<file path="src/design/prime_test_counter_defines.svh">
// ----------------------------------------------------------------------------
// prime_test_counter_defines.svh
// Assertion macros shared by the prime test counter.
// ----------------------------------------------------------------------------
`ifndef PRIME_TEST_COUNTER_DEFINES_SVH
`define PRIME_TEST_COUNTER_DEFINES_SVH

// Same-cycle implication, checked at every rising edge outside reset.
`define PTC_ASSERT_NOW(lbl, ante, cons, msg) \
    lbl: assert property (@(posedge i_clk) disable iff (!i_rst_n) (ante) |-> (cons)) \
        else $error(msg);

// Next-cycle implication.
`define PTC_ASSERT_NEXT(lbl, ante, cons, msg) \
    lbl: assert property (@(posedge i_clk) disable iff (!i_rst_n) (ante) |=> (cons)) \
        else $error(msg);

`endif

</file>
<file path="src/design/ptc_pkg.sv">
// ----------------------------------------------------------------------------
// ptc_pkg
// Beat types and fixed constants of the prime test counter.
// ----------------------------------------------------------------------------
package ptc_pkg;

    localparam int unsigned CAND_W  = 32;
    localparam int unsigned COUNT_W = 32;

    typedef struct packed {
        logic [CAND_W-1:0] candidate;
        logic              restart_totals;
    } t_in_beat;

    typedef struct packed {
        logic               is_prime;
        logic [COUNT_W-1:0] prime_count;
        logic [CAND_W-1:0]  largest_prime;
    } t_out_beat;

    localparam logic [COUNT_W-1:0] COUNT_MAX = '1;

    // Candidates up to this value are decided by lookup.
    localparam int unsigned SMALL_LIMIT = 10;
    // Bit i set when i is prime, i <= SMALL_LIMIT (2, 3, 5, 7).
    localparam logic [15:0] SMALL_PRIME_MASK = 16'h00AC;

    localparam int unsigned THIRD_DIVISOR   = 3;
    localparam int unsigned FIRST_DIVISOR   = 5;
    localparam int unsigned PAIR_OFFSET     = 2;
    localparam int unsigned DIVISOR_STEP    = 6;
    // (d + 6)^2 = d^2 + 12*d + 36
    localparam int unsigned SQ_STEP_BIAS    = 36;

endpackage

</file>
<file path="src/design/ptc_rem_unit.sv">
// ----------------------------------------------------------------------------
// ptc_rem_unit
// Bit-serial restoring remainder: one dividend bit per cycle.
// ----------------------------------------------------------------------------
module ptc_rem_unit #(
    parameter int unsigned NW = 32,
    parameter int unsigned DW = 19
) (
    input  logic          i_clk,
    input  logic          i_rst_n,
    input  logic          i_start,
    input  logic [NW-1:0] i_dividend,
    input  logic [DW-1:0] i_divisor,
    output logic          o_done,
    output logic          o_rem_zero
);

    localparam int unsigned CW = $clog2(NW);

    logic          r_busy;
    logic          r_done;
    logic [CW-1:0] r_cnt;
    logic [NW-1:0] r_num;
    logic [DW-1:0] r_div;
    logic [DW-1:0] r_rem;

    logic [DW:0]   n_trial;
    logic [DW-1:0] n_rem;

    always_comb begin
        n_trial = {r_rem, r_num[NW-1]};
        if (n_trial >= {1'b0, r_div}) begin
            n_rem = DW'(n_trial - {1'b0, r_div});
        end else begin
            n_rem = DW'(n_trial);
        end
    end

    always_ff @(posedge i_clk) begin
        if (!i_rst_n) begin
            r_busy <= 1'b0;
            r_done <= 1'b0;
        end else begin
            r_done <= 1'b0;
            if (i_start) begin
                r_busy <= 1'b1;
                r_cnt  <= CW'(NW - 1);
                r_num  <= i_dividend;
                r_div  <= i_divisor;
                r_rem  <= '0;
            end else if (r_busy) begin
                r_rem <= n_rem;
                r_num <= {r_num[NW-2:0], 1'b0};
                if (r_cnt == '0) begin
                    r_busy <= 1'b0;
                    r_done <= 1'b1;
                end else begin
                    r_cnt <= r_cnt - 1'b1;
                end
            end
        end
    end

    assign o_done     = r_done;
    assign o_rem_zero = (r_rem == '0);

endmodule

</file>
<file path="src/design/prime_test_counter.sv">
// ----------------------------------------------------------------------------
// prime_test_counter
// Trial-division primality test (6k-1 / 6k+1) with running prime totals.
// ----------------------------------------------------------------------------
// Usage:
//   Input channel (i_in_valid / o_in_ready / i_in_data) carries one candidate
//   per beat plus a restart flag that clears the totals before that candidate
//   is counted. Output channel (o_out_valid / i_out_ready / o_out_data) gives
//   one beat per candidate: prime flag, prime count, largest prime.
//   Only the low NUMBER_WIDTH bits of the candidate are tested (32 at most).
// Operation:
//   Candidates up to 10 and even ones are decided without the remainder
//   unit. Other candidates are divided by 3, then by each divisor pair d,
//   d+2 (d = 5, 11, 17, ...) until d^2 exceeds the candidate; a 32-bit
//   prime tries up to ~11k such pairs.
//   A composite stops at its first zero remainder. The remainder unit, one
//   quotient bit per cycle while busy, paces the search.
//   o_in_ready is high only while no item is in work.
// Reset (synchronous, active low): totals cleared, no item in work, output
//   beat dropped.
// Stall: a finished result sits in the output register; the next item may be
//   accepted and worked on, but its result waits until the register frees.
// ----------------------------------------------------------------------------
`include "prime_test_counter_defines.svh"

module prime_test_counter #(
    parameter int unsigned NUMBER_WIDTH = 32
) (
    input  logic              i_clk,
    input  logic              i_rst_n,
    input  logic              i_in_valid,
    output logic              o_in_ready,
    input  ptc_pkg::t_in_beat i_in_data,
    output logic              o_out_valid,
    input  logic              i_out_ready,
    output ptc_pkg::t_out_beat o_out_data
);

    // Tested width: candidate port is 32 bits.
    localparam int unsigned NW = (NUMBER_WIDTH < ptc_pkg::CAND_W) ?
                                 NUMBER_WIDTH : ptc_pkg::CAND_W;
    // Divisor width: d stays below sqrt(2^NW) + 6 with margin.
    localparam int unsigned DW = (NW + 1) / 2 + 2;
    localparam int unsigned SW = 2 * DW;

    typedef enum logic [2:0] {
        ST_IDLE,
        ST_CLASSIFY,
        ST_WAIT3,
        ST_BOUND,
        ST_WAITA,
        ST_WAITB,
        ST_FINISH
    } t_state;

    t_state                       r_state;
    logic [NW-1:0]                r_n;
    logic                         r_restart;
    logic [DW-1:0]                r_d;
    logic [SW-1:0]                r_sq;
    logic                         r_prime;
    logic [ptc_pkg::COUNT_W-1:0]  r_count;
    logic [NW-1:0]                r_largest;
    logic                         r_out_valid;
    ptc_pkg::t_out_beat           r_out;

    logic                         in_beat;
    logic                         is_small;
    logic                         past_bound;
    logic                         rem_start;
    logic [DW-1:0]                rem_divisor;
    logic                         rem_done;
    logic                         rem_zero;
    logic [ptc_pkg::COUNT_W-1:0]  n_count;
    logic [NW-1:0]                n_largest;
    logic [ptc_pkg::COUNT_W-1:0]  base_count;
    logic [NW-1:0]                base_largest;

    assign in_beat    = i_in_valid && o_in_ready;
    assign is_small   = (r_n <= NW'(ptc_pkg::SMALL_LIMIT));
    assign past_bound = (r_sq > SW'(r_n));

    // Divisor select for the shared remainder unit: 3, then d, then d+2.
    always_comb begin
        rem_start   = 1'b0;
        rem_divisor = r_d;
        case (r_state)
            ST_CLASSIFY: begin
                rem_start   = !is_small && r_n[0];
                rem_divisor = DW'(ptc_pkg::THIRD_DIVISOR);
            end
            ST_BOUND: begin
                rem_start   = !past_bound;
                rem_divisor = r_d;
            end
            ST_WAITA: begin
                rem_start   = rem_done && !rem_zero;
                rem_divisor = r_d + DW'(ptc_pkg::PAIR_OFFSET);
            end
            default: begin
                rem_start   = 1'b0;
                rem_divisor = r_d;
            end
        endcase
    end

    ptc_rem_unit #(
        .NW(NW),
        .DW(DW)
    ) u_rem (
        .i_clk      (i_clk),
        .i_rst_n    (i_rst_n),
        .i_start    (rem_start),
        .i_dividend (r_n),
        .i_divisor  (rem_divisor),
        .o_done     (rem_done),
        .o_rem_zero (rem_zero)
    );

    // Totals after this item: restart clears first, count saturates.
    always_comb begin
        base_count   = r_restart ? '0 : r_count;
        base_largest = r_restart ? '0 : r_largest;
        n_count      = base_count;
        n_largest    = base_largest;
        if (r_prime) begin
            if (base_count != ptc_pkg::COUNT_MAX) begin
                n_count = base_count + 1'b1;
            end
            if (r_n > base_largest) begin
                n_largest = r_n;
            end
        end
    end

    always_ff @(posedge i_clk) begin
        if (!i_rst_n) begin
            r_state     <= ST_IDLE;
            r_count     <= '0;
            r_largest   <= '0;
            r_out_valid <= 1'b0;
        end else begin
            // FINISH owns the output register while it loads a new beat
            if (r_out_valid && i_out_ready && r_state != ST_FINISH) begin
                r_out_valid <= 1'b0;
            end
            case (r_state)
                ST_IDLE: begin
                    if (in_beat) begin
                        r_n       <= NW'(i_in_data.candidate);
                        r_restart <= i_in_data.restart_totals;
                        r_state   <= ST_CLASSIFY;
                    end
                end
                ST_CLASSIFY: begin
                    r_d  <= DW'(ptc_pkg::FIRST_DIVISOR);
                    r_sq <= SW'(ptc_pkg::FIRST_DIVISOR * ptc_pkg::FIRST_DIVISOR);
                    if (is_small) begin
                        r_prime <= ptc_pkg::SMALL_PRIME_MASK[r_n[3:0]];
                        r_state <= ST_FINISH;
                    end else if (!r_n[0]) begin
                        r_prime <= 1'b0;
                        r_state <= ST_FINISH;
                    end else begin
                        r_state <= ST_WAIT3;
                    end
                end
                ST_WAIT3: begin
                    if (rem_done) begin
                        if (rem_zero) begin
                            r_prime <= 1'b0;
                            r_state <= ST_FINISH;
                        end else begin
                            r_state <= ST_BOUND;
                        end
                    end
                end
                ST_BOUND: begin
                    if (past_bound) begin
                        r_prime <= 1'b1;
                        r_state <= ST_FINISH;
                    end else begin
                        r_state <= ST_WAITA;
                    end
                end
                ST_WAITA: begin
                    if (rem_done) begin
                        if (rem_zero) begin
                            r_prime <= 1'b0;
                            r_state <= ST_FINISH;
                        end else begin
                            r_state <= ST_WAITB;
                        end
                    end
                end
                ST_WAITB: begin
                    if (rem_done) begin
                        if (rem_zero) begin
                            r_prime <= 1'b0;
                            r_state <= ST_FINISH;
                        end else begin
                            // next pair: d += 6, d^2 += 12d + 36
                            r_d     <= r_d + DW'(ptc_pkg::DIVISOR_STEP);
                            r_sq    <= r_sq + (SW'(r_d) << 3) + (SW'(r_d) << 2)
                                       + SW'(ptc_pkg::SQ_STEP_BIAS);
                            r_state <= ST_BOUND;
                        end
                    end
                end
                ST_FINISH: begin
                    // wait for the output register to free up
                    if (!r_out_valid || i_out_ready) begin
                        r_count                 <= n_count;
                        r_largest               <= n_largest;
                        r_out.is_prime          <= r_prime;
                        r_out.prime_count       <= n_count;
                        r_out.largest_prime     <= ptc_pkg::CAND_W'(n_largest);
                        r_out_valid             <= 1'b1;
                        r_state                 <= ST_IDLE;
                    end
                end
                default: begin
                    r_state <= ST_IDLE;
                end
            endcase
        end
    end

    assign o_in_ready  = (r_state == ST_IDLE);
    assign o_out_valid = r_out_valid;
    assign o_out_data  = r_out;

    // ------------------------------------------------------------------------
    // Assertions
    // ------------------------------------------------------------------------
    `PTC_ASSERT_NOW(a_prime_counted, o_out_valid && o_out_data.is_prime, o_out_data.prime_count != '0 && o_out_data.largest_prime != '0, "prime beat with empty totals")
    `PTC_ASSERT_NEXT(a_busy_after_accept, i_in_valid && o_in_ready, !o_in_ready, "ready held after accepting a beat")
    `PTC_ASSERT_NOW(a_rem_start_busy, rem_start, r_state == ST_CLASSIFY || r_state == ST_BOUND || r_state == ST_WAITA, "remainder started outside the test loop")

endmodule
</file>
<file path="config.mk">
export PLATFORM = sky130hd
export DESIGN_NAME = prime_test_counter
export DESIGN_NICKNAME = d
export VERILOG_FILES = /design/src/design/ptc_pkg.sv /design/src/design/ptc_rem_unit.sv /design/src/design/prime_test_counter.sv
export VERILOG_INCLUDE_DIRS = /design/src /design/src/design
export SDC_FILE = /design/constraint.sdc
export NUM_CORES = 1
export LEC_CHECK = 0
export ABC_AREA = 1
export BUFFER_PORTS_ARGS = -buffer_cell sky130_fd_sc_hd__buf_4
export CAP_MARGIN = 20
export CORE_ASPECT_RATIO = 0.75
export CORE_MARGIN = 1.5
export CORE_UTILIZATION = 62
export CTS_CLUSTER_DIAMETER = 150
export DETAILED_ROUTE_END_ITERATION = 10
export PLACE_DENSITY = 0.87
export SLEW_MARGIN = 5
export SYNTH_ARGS = -nofsm -noshare
export SYNTH_HDL_FRONTEND = slang
export SYNTH_SLANG_ARGS = --single-unit
</file>
<file path="constraint.sdc">
create_clock -name i_clk -period 4.9 [get_ports i_clk]
set_input_delay 0 -clock i_clk [delete_from_list [all_inputs] [get_ports i_clk]]
set_output_delay 0 -clock i_clk [all_outputs]
set_load 0.05 [all_outputs]
</file>
==> results of run 1 <==
-- cell usage after synthesis (6+ instances only) --
| cell | n |
|---|---|
| a21o_1 | 7 |
| a21oi_1 | 192 |
| a31oi_1 | 7 |
| buf_2 | 19 |
| clkbuf_1 | 40 |
| dfxtp_1 | 71 |
| edfxtp_1 | 222 |
| fa_1 | 18 |
| ha_1 | 137 |
| inv_1 | 351 |
| nand2_1 | 549 |
| nand3_1 | 160 |
| nand4_1 | 54 |
| nor2_1 | 244 |
| nor2_2 | 6 |
| nor3_1 | 32 |
| nor4_1 | 11 |
| o211ai_1 | 10 |
| o21ai_0 | 112 |
| o21ai_1 | 6 |
| o21ai_2 | 9 |
| xnor2_1 | 8 |
| xor2_1 | 25 |
-- worst paths after layout --
check / to / slack, ns
setup / recovery: r_largest[22]$_SDFFE_PN0P_ / 1.0
hold / removal: r_n[4]$_DFFE_PP_ / 0.13
setup reg to reg: r_largest[22]$_SDFFE_PN0P_ / 1.0
hold reg to reg: r_state[1]$_SDFFE_PN0P_ / 0.52
-- metrics by stage --
stage | util (%) | cell area [sq um] | setup slack [ns]
after CTS | 72.3 | 21200 | 1.12
final | 72.5 | 21200 | 0.998
after floorplan | - | 18700 | 0.471
after global routing | 72.5 | 21200 | 0.719
after global placement | 67.5 | 19800 | 1.33
after detailed placement | 67.5 | 19800 | 1.18
-- flip-flops by register name, indices dropped and copies added, names as in the netlist, named ones only --
| name | flops |
|---|---|
| r_prime | 1 |
| u_rem.r_busy | 1 |
| r_restart | 1 |
| r_count | 32 |
| r_largest | 32 |
| u_rem.r_rem | 18 |
| u_rem.o_done | 1 |
| u_rem.r_div | 18 |
| r_d | 17 |
| u_rem.r_num | 32 |
| o_out_valid | 1 |
| u_rem.r_cnt | 5 |
| r_sq | 33 |
| r_n | 32 |
| o_out_data | 65 |
| r_state | 3 |
-- layout by cell type (no fill, tap or decap), drive strengths merged, types with 41 or more instances in the layout --
| cell type | count |
|---|---|
| o21ai | 127 |
| edfxtp | 222 |
| nand3 | 161 |
| clkbuf | 41 |
| inv | 357 |
| buf | 124 |
| a21oi | 192 |
| dfxtp | 71 |
| nor2 | 252 |
| ha | 137 |
| nand4 | 54 |
| nand2 | 552 |
-- layer usage --
layer / share of wire [%] / wire length (um) / global-route usage [%] / vias up
li1: - / - / - / 8013
met1: 43 / 23500 / 52.4 / 7839
met2: 41 / 21900 / 47.4 / 998
met3: 13 / 7270 / 8.89 / 118
met4: 2.6 / 1400 / 9.38 / 0
met5: 0 / 0 / 0 / -
-- final cells by class --
class	instances	share of cell area [%]
multi-input combinational	1628	42.0
clock buffer	41	4.02
clock inverter	15	0.989
timing repair buffer	160	6.25
inverter	358	6.35
sequential	293	38.1
tap	392	2.31
-- worst reg2reg max path: stages (launching register included) --
cell and delay (ns):
edfxtp_1 0.76, buf_4 0.39, nor2_1 0.17, inv_1 0.07
ha_1 0.30, nand2_1 0.10, nor4_1 0.42, a31oi_2 0.13
buf_4 0.28, nand2_1 0.56, buf_4 0.35, nand2_1 0.11
nand3_1 0.08, nand2_1 0.07, inv_1 0.06
-- timing repair --
item,4_1_cts,5_1_grt
hold buffers,36,0
resized for setup,0,0
buffers inserted,0,0
hold endpoints to repair,42,0
-- power groups by stage --
stage	sequential [W]	combinational, W	clock, W
finish	0.00338	0.00314	0.00249
global route	0.00339	0.00349	0.00258
CTS	0.00336	0.00304	0.00250
detailed placement	0.00341	0.00299	0
global placement	0.00340	0.00285	0
floorplan	0.00332	0.00220	0
-- cell families after synthesis --
logic type,synth area share (%)
adders and majority gates,11.1
xor gates and xnor gates,1.55
and+or+nand+nor,24.6
AOI/OAI and AO/OA,10.3
other,0.0201
buffers and inverters,9.01
muxes,0.0536
DFF,43.3
==> flow_summary.ini, run 1 <==
[cts]
clock_sinks = 293
clkLatencyLatePin_ns = 0.58
cts.htree.levels = 1
clock_path_buffers = 3
numCtsBuffers = 30
cts_tree = built
path_clk_slew_ns = 0.07
cts-root-buf = clkbuf_16

[finish]
diodes = 0
regArea_sq_mm = 0.00809
areaGrowthSynthToFinish_pct = 13.9
layout.cells.non_filler = 2887
nFillCells = 2286
drive_gt1_share_pct = 8.54
multi_input_area_sq_mm = 0.00892
final_nets = 2663

[worst_setup_path]
critPathKind = reg2reg
cp_common_cell = nand2_1
reg2reg_depth = 14
crit_required_ns = 5.42
end_kind = flip-flop
worstSetupStartpointType = flip-flop
crit_family = simple AND/OR/NAND/NOR gates
arrival_ns = 4.42
critPathBufInv = 5
reg2reg_from = r_restart$_DFFE_PP_
cpPeakStageDelay_ns = 0.76
cp_num_cells = 14
path_cells = buf_4 > nor2_1 > inv_1 > ha_1 > nand2_1 > nor4_1 > a31oi_2 > buf_4 > nand2_1 > buf_4 > nand2_1 > nand3_1 > nand2_1 > inv_1
slowest_stage = edfxtp_1
worstSetupStartpoint = r_restart$_DFFE_PP_
worst-path-max-fanout = 33

[routing]
routed_wl_mm = 54.1
firstDrtPassIters = 6
drc = 0
drt_iter0_markers = 2186
post_drt_via_cell_ratio = 5.88
wl_per_cell_um = 18.7
vias = 16968
detail-route-antenna-nets = 0

[power]
p_per_area_mw_per_mm2 = 424
p_comb_share_pct = 34.8
p_int_w = 0.00557
p_total_w = 0.00901
leakage_nw = 9.42
sequentialPowerShare_pct = 37.5
power.clock.fraction_pct = 27.7
swShare_pct = 38.1
peakVddDrop_uv = 283
p_switching_w = 0.00344

[synth]
synth_top_area_share_pct = 35.7
yosysSeqAreaShare_pct = 43.3
synth-seq-cells = 293
synth_warnings = 0
avgSynthCellArea_sq_um = 7.94
synth_top_area_cell = edfxtp_1
synth.area.top_cells = edfxtp_1 36%, nand2_1 11%, ha_1 9.2%
ys.flop_type = edfxtp_1
synth_edf_count = 222
postSynthCellCount = 2349
synthArstFlopShare_pct = 0
synth_fp_nets = 2541
synth_cell_types = 52
synthesis.area_sq_mm = 0.0187

[grt]
grt_first_pass_wirelength_mm = 83.5
grt_pass1_vias = 15486
antenna_found_initial = 0
grt_overflow = 0
grt_max_degree = 64
track_usage_pct = 34.2

[die]
pin_count = 104
rows = 54
design.core.area_sq_mm = 0.0293
dieArea_sq_mm = 0.0312
die_y_um = 153
fp.dieW_um = 203
start_util_pct = 63.6

[timing]
hold_slack_ns = 0.132
slew_headroom_pct = 40.2
setup_violations = 0
max_slew.worst_pin.slew_ns = 0.897
fmax_mhz = 256
min_period_ns = 3.90
rsz0062_at_grt = false
timing.final.crit_share_pct = 79.6
setup_tns_ns = 0
hold_violations = 0
slew_viol_final = 0
clock_skew_ns = 0.0167

[hold_path]
worstHoldStart = i_in_data[5]
hp-class = in2reg
whs_path_depth = 2

[run]
cap_violations = 0

[place]
dp.cells = 2793
io_buffers = 103
hpwl_mm = 38.9
gp_congestion = 1.01

[run_status]
status = complete, no violations
No activity file was read; power rests on OpenSTA's default activity.
==> run 2, diff against run 1 <==
--- a/config.mk
+++ b/config.mk
@@ -11,10 +11,10 @@
 export CAP_MARGIN = 20
 export CORE_ASPECT_RATIO = 0.75
 export CORE_MARGIN = 1.5
-export CORE_UTILIZATION = 62
+export CORE_UTILIZATION = 56
 export CTS_CLUSTER_DIAMETER = 150
 export DETAILED_ROUTE_END_ITERATION = 10
-export PLACE_DENSITY = 0.87
+export PLACE_DENSITY = 0.83
 export SLEW_MARGIN = 5
 export SYNTH_ARGS = -nofsm -noshare
 export SYNTH_HDL_FRONTEND = slang
==> constraint.sdc (replaced) <==
create_clock -name i_clk -period 3.2 [get_ports i_clk]
set_input_delay 0 -clock i_clk [delete_from_list [all_inputs] [get_ports i_clk]]
set_output_delay 0 -clock i_clk [all_outputs]
set_load 0.05 [all_outputs]
==> run 2 against run 1 <==
Compared with the run above:
- clock-buffer cell count fell by 1
- critical path depth rose by 1
- sequential power rose by 51%
- worst setup slack got worse by 0.90 ns
- worst hold slack improved by 0.014 ns
- clock skew rose by 0.0075 ns
- utilization fell by 5.2 points
- final cell count rose by 3.7%
- first-iteration DRC count fell by 1.0%
- combinational power rose by 69%
- largest cell class unchanged
==> flow_summary.ini, run 2 (synthesized netlist as in run 1, its figures left out) <==
[place]
gp_congestion = 1.03
dp.cells = 2892
hpwl_mm = 38.2
io_buffers = 103
place_ws_ns = -0.00973

[timing]
min_period_ns = 3.10
setup_violations = 0
setup_tns_ns = 0
hold_violations = 0
max_slew.worst_pin.slew_ns = 0.924
slew_viol_final = 0
rsz0062_at_grt = true
fmax_mhz = 323
timing.final.crit_share_pct = 96.8
clock_skew_ns = 0.0242
fin_ws_ns = 0.103
slew_headroom_pct = 38.4

[die]
start_util_pct = 57.3
rows = 57
dieArea_sq_mm = 0.0344
design.core.area_sq_mm = 0.0326
pin_count = 104
fp.dieW_um = 214
die_y_um = 161

[finish]
final_nets = 2720
drive_gt1_share_pct = 11.8
fin_util_pct = 67.3
largest_reg_flops = 65
final_common_cell = nand2_1
diodes = 0
layout_common_cells = 544 x nand2_1, 348 x inv_1, 236 x nor2_1
layout.cells.non_filler = 2994
areaGrowthSynthToFinish_pct = 17.5
nFillCells = 2588

[hold_path]
hp-class = in2reg

[worst_setup_path]
crit_required_ns = 3.68
arrival_ns = 3.57
end_kind = flip-flop
critPathKind = reg2reg
worstSetupStartpointType = flip-flop
worst-path-max-fanout = 54

[routing]
vias = 16946
drt_iter0_markers = 2164
detail-route-antenna-nets = 0
wl_per_cell_um = 17.7
firstDrtPassIters = 6
post_drt_via_cell_ratio = 5.66
drc = 0
routed_wl_mm = 53.0

[grt]
grt_max_degree = 69
antenna_found_initial = 1
grt_first_pass_wirelength_mm = 83.0
grt_overflow = 0
track_usage_pct = 30.8
grt_pass1_vias = 15676

[cts]
clock_path_buffers = 3
cts.htree.levels = 1
cts-root-buf = clkbuf_16
clock_sinks = 293
path_clk_slew_ns = 0.06
clkLatencyLatePin_ns = 0.59
cts_tree = built
numCtsBuffers = 31

[power]
p_total_w = 0.0143
peakVddDrop_uv = 412
leakage_nw = 9.73
p_per_area_mw_per_mm2 = 653

[run]
cap_violations = 0

[run_status]
status = complete, no violations
==> run 2: cell count changes in the layout (fill, tap and decap cells not counted), moves of 5 or more <==
| cell | change |
|---|---|
| buf_4 | +53 |
| clkinv_2 | +5 |
| ha_1 | -8 |
| ha_2 | +6 |
==> run 2: timing repair <==
action,4_1_cts,5_1_grt
hold buffers,36,0
pin swaps,0,5
resized for setup,1,33
endpoints found under the hold margin,56,0
setup endpoints to repair,2,40
buffers inserted,0,8
==> run 2: per-stage QoR <==
| stage | area [sq um] | hold WS, ns |
|---|---|---|
| floorplan | 18700 | 0.0989 |
| global route | 21900 | 0.141 |
| finish | 21900 | 0.146 |
| global placement | 20200 | 0.178 |
| CTS | 21700 | 0.128 |
| detailed placement | 20200 | 0.180 |
==> run 2: metal layers <==
layer  up-vias  part of all wire (%)  track usage [%]
li1       8136                     -                -
met1      7780                    43             45.6
met2       913                    41             44.2
met3       115                    12             7.99
met4         2                   3.2             8.80
met5         -                 0.023                0
==> run 2: area by class of cell <==
cell class | instances | area [sq um] | share of cell area [%]
clock buffer | 40 | 892 | 4.07
clock inverter | 17 | 221 | 1.01
inverter | 358 | 1350 | 6.16
multi-input combinational | 1628 | 9030 | 41.2
sequential | 293 | 8090 | 36.9
tap | 442 | 553 | 2.52
timing repair buffer | 216 | 1790 | 8.14
==> run 2: worst max-delay path, cell delays in order, from the launching register on <==
cell      delay, ns
edfxtp_1       0.42
buf_12         0.22
clkinv_4       0.07
nand2_1        0.08
inv_1          0.12
ha_1           0.20
inv_1          0.13
nor3_4         0.34
nand2_2        0.13
buf_4          0.17
nor3_1         0.59
nand3_1        0.14
nand2_1        0.10
nand2_1        0.08
o21ai_0        0.15
inv_1          0.05
==> run 2: where the power goes <==
part	internal [W]	switching (W)	total (W)
combinational	0.00184	0.00348	0.00531
sequential	0.00473	0.000353	0.00509
clock	0.00237	0.00156	0.00393
total	0.00894	0.00539	0.0143
==> run 2: path summary, 6_finish.rpt <==
kind | startpoint | end | slack [ns] | cells after the start
max | r_restart$_DFFE_PP_ | r_count[24]$_SDFFE_PN0P_ | 0.10 | 15
min | i_in_data[8] | r_n[7]$_DFFE_PP_ | 0.15 | 2
max reg2reg | r_restart$_DFFE_PP_ | r_count[24]$_SDFFE_PN0P_ | 0.10 | 15
min reg2reg | r_state[0]$_SDFFE_PN0P_ | r_state[0]$_SDFFE_PN0P_ | 0.51 | 2
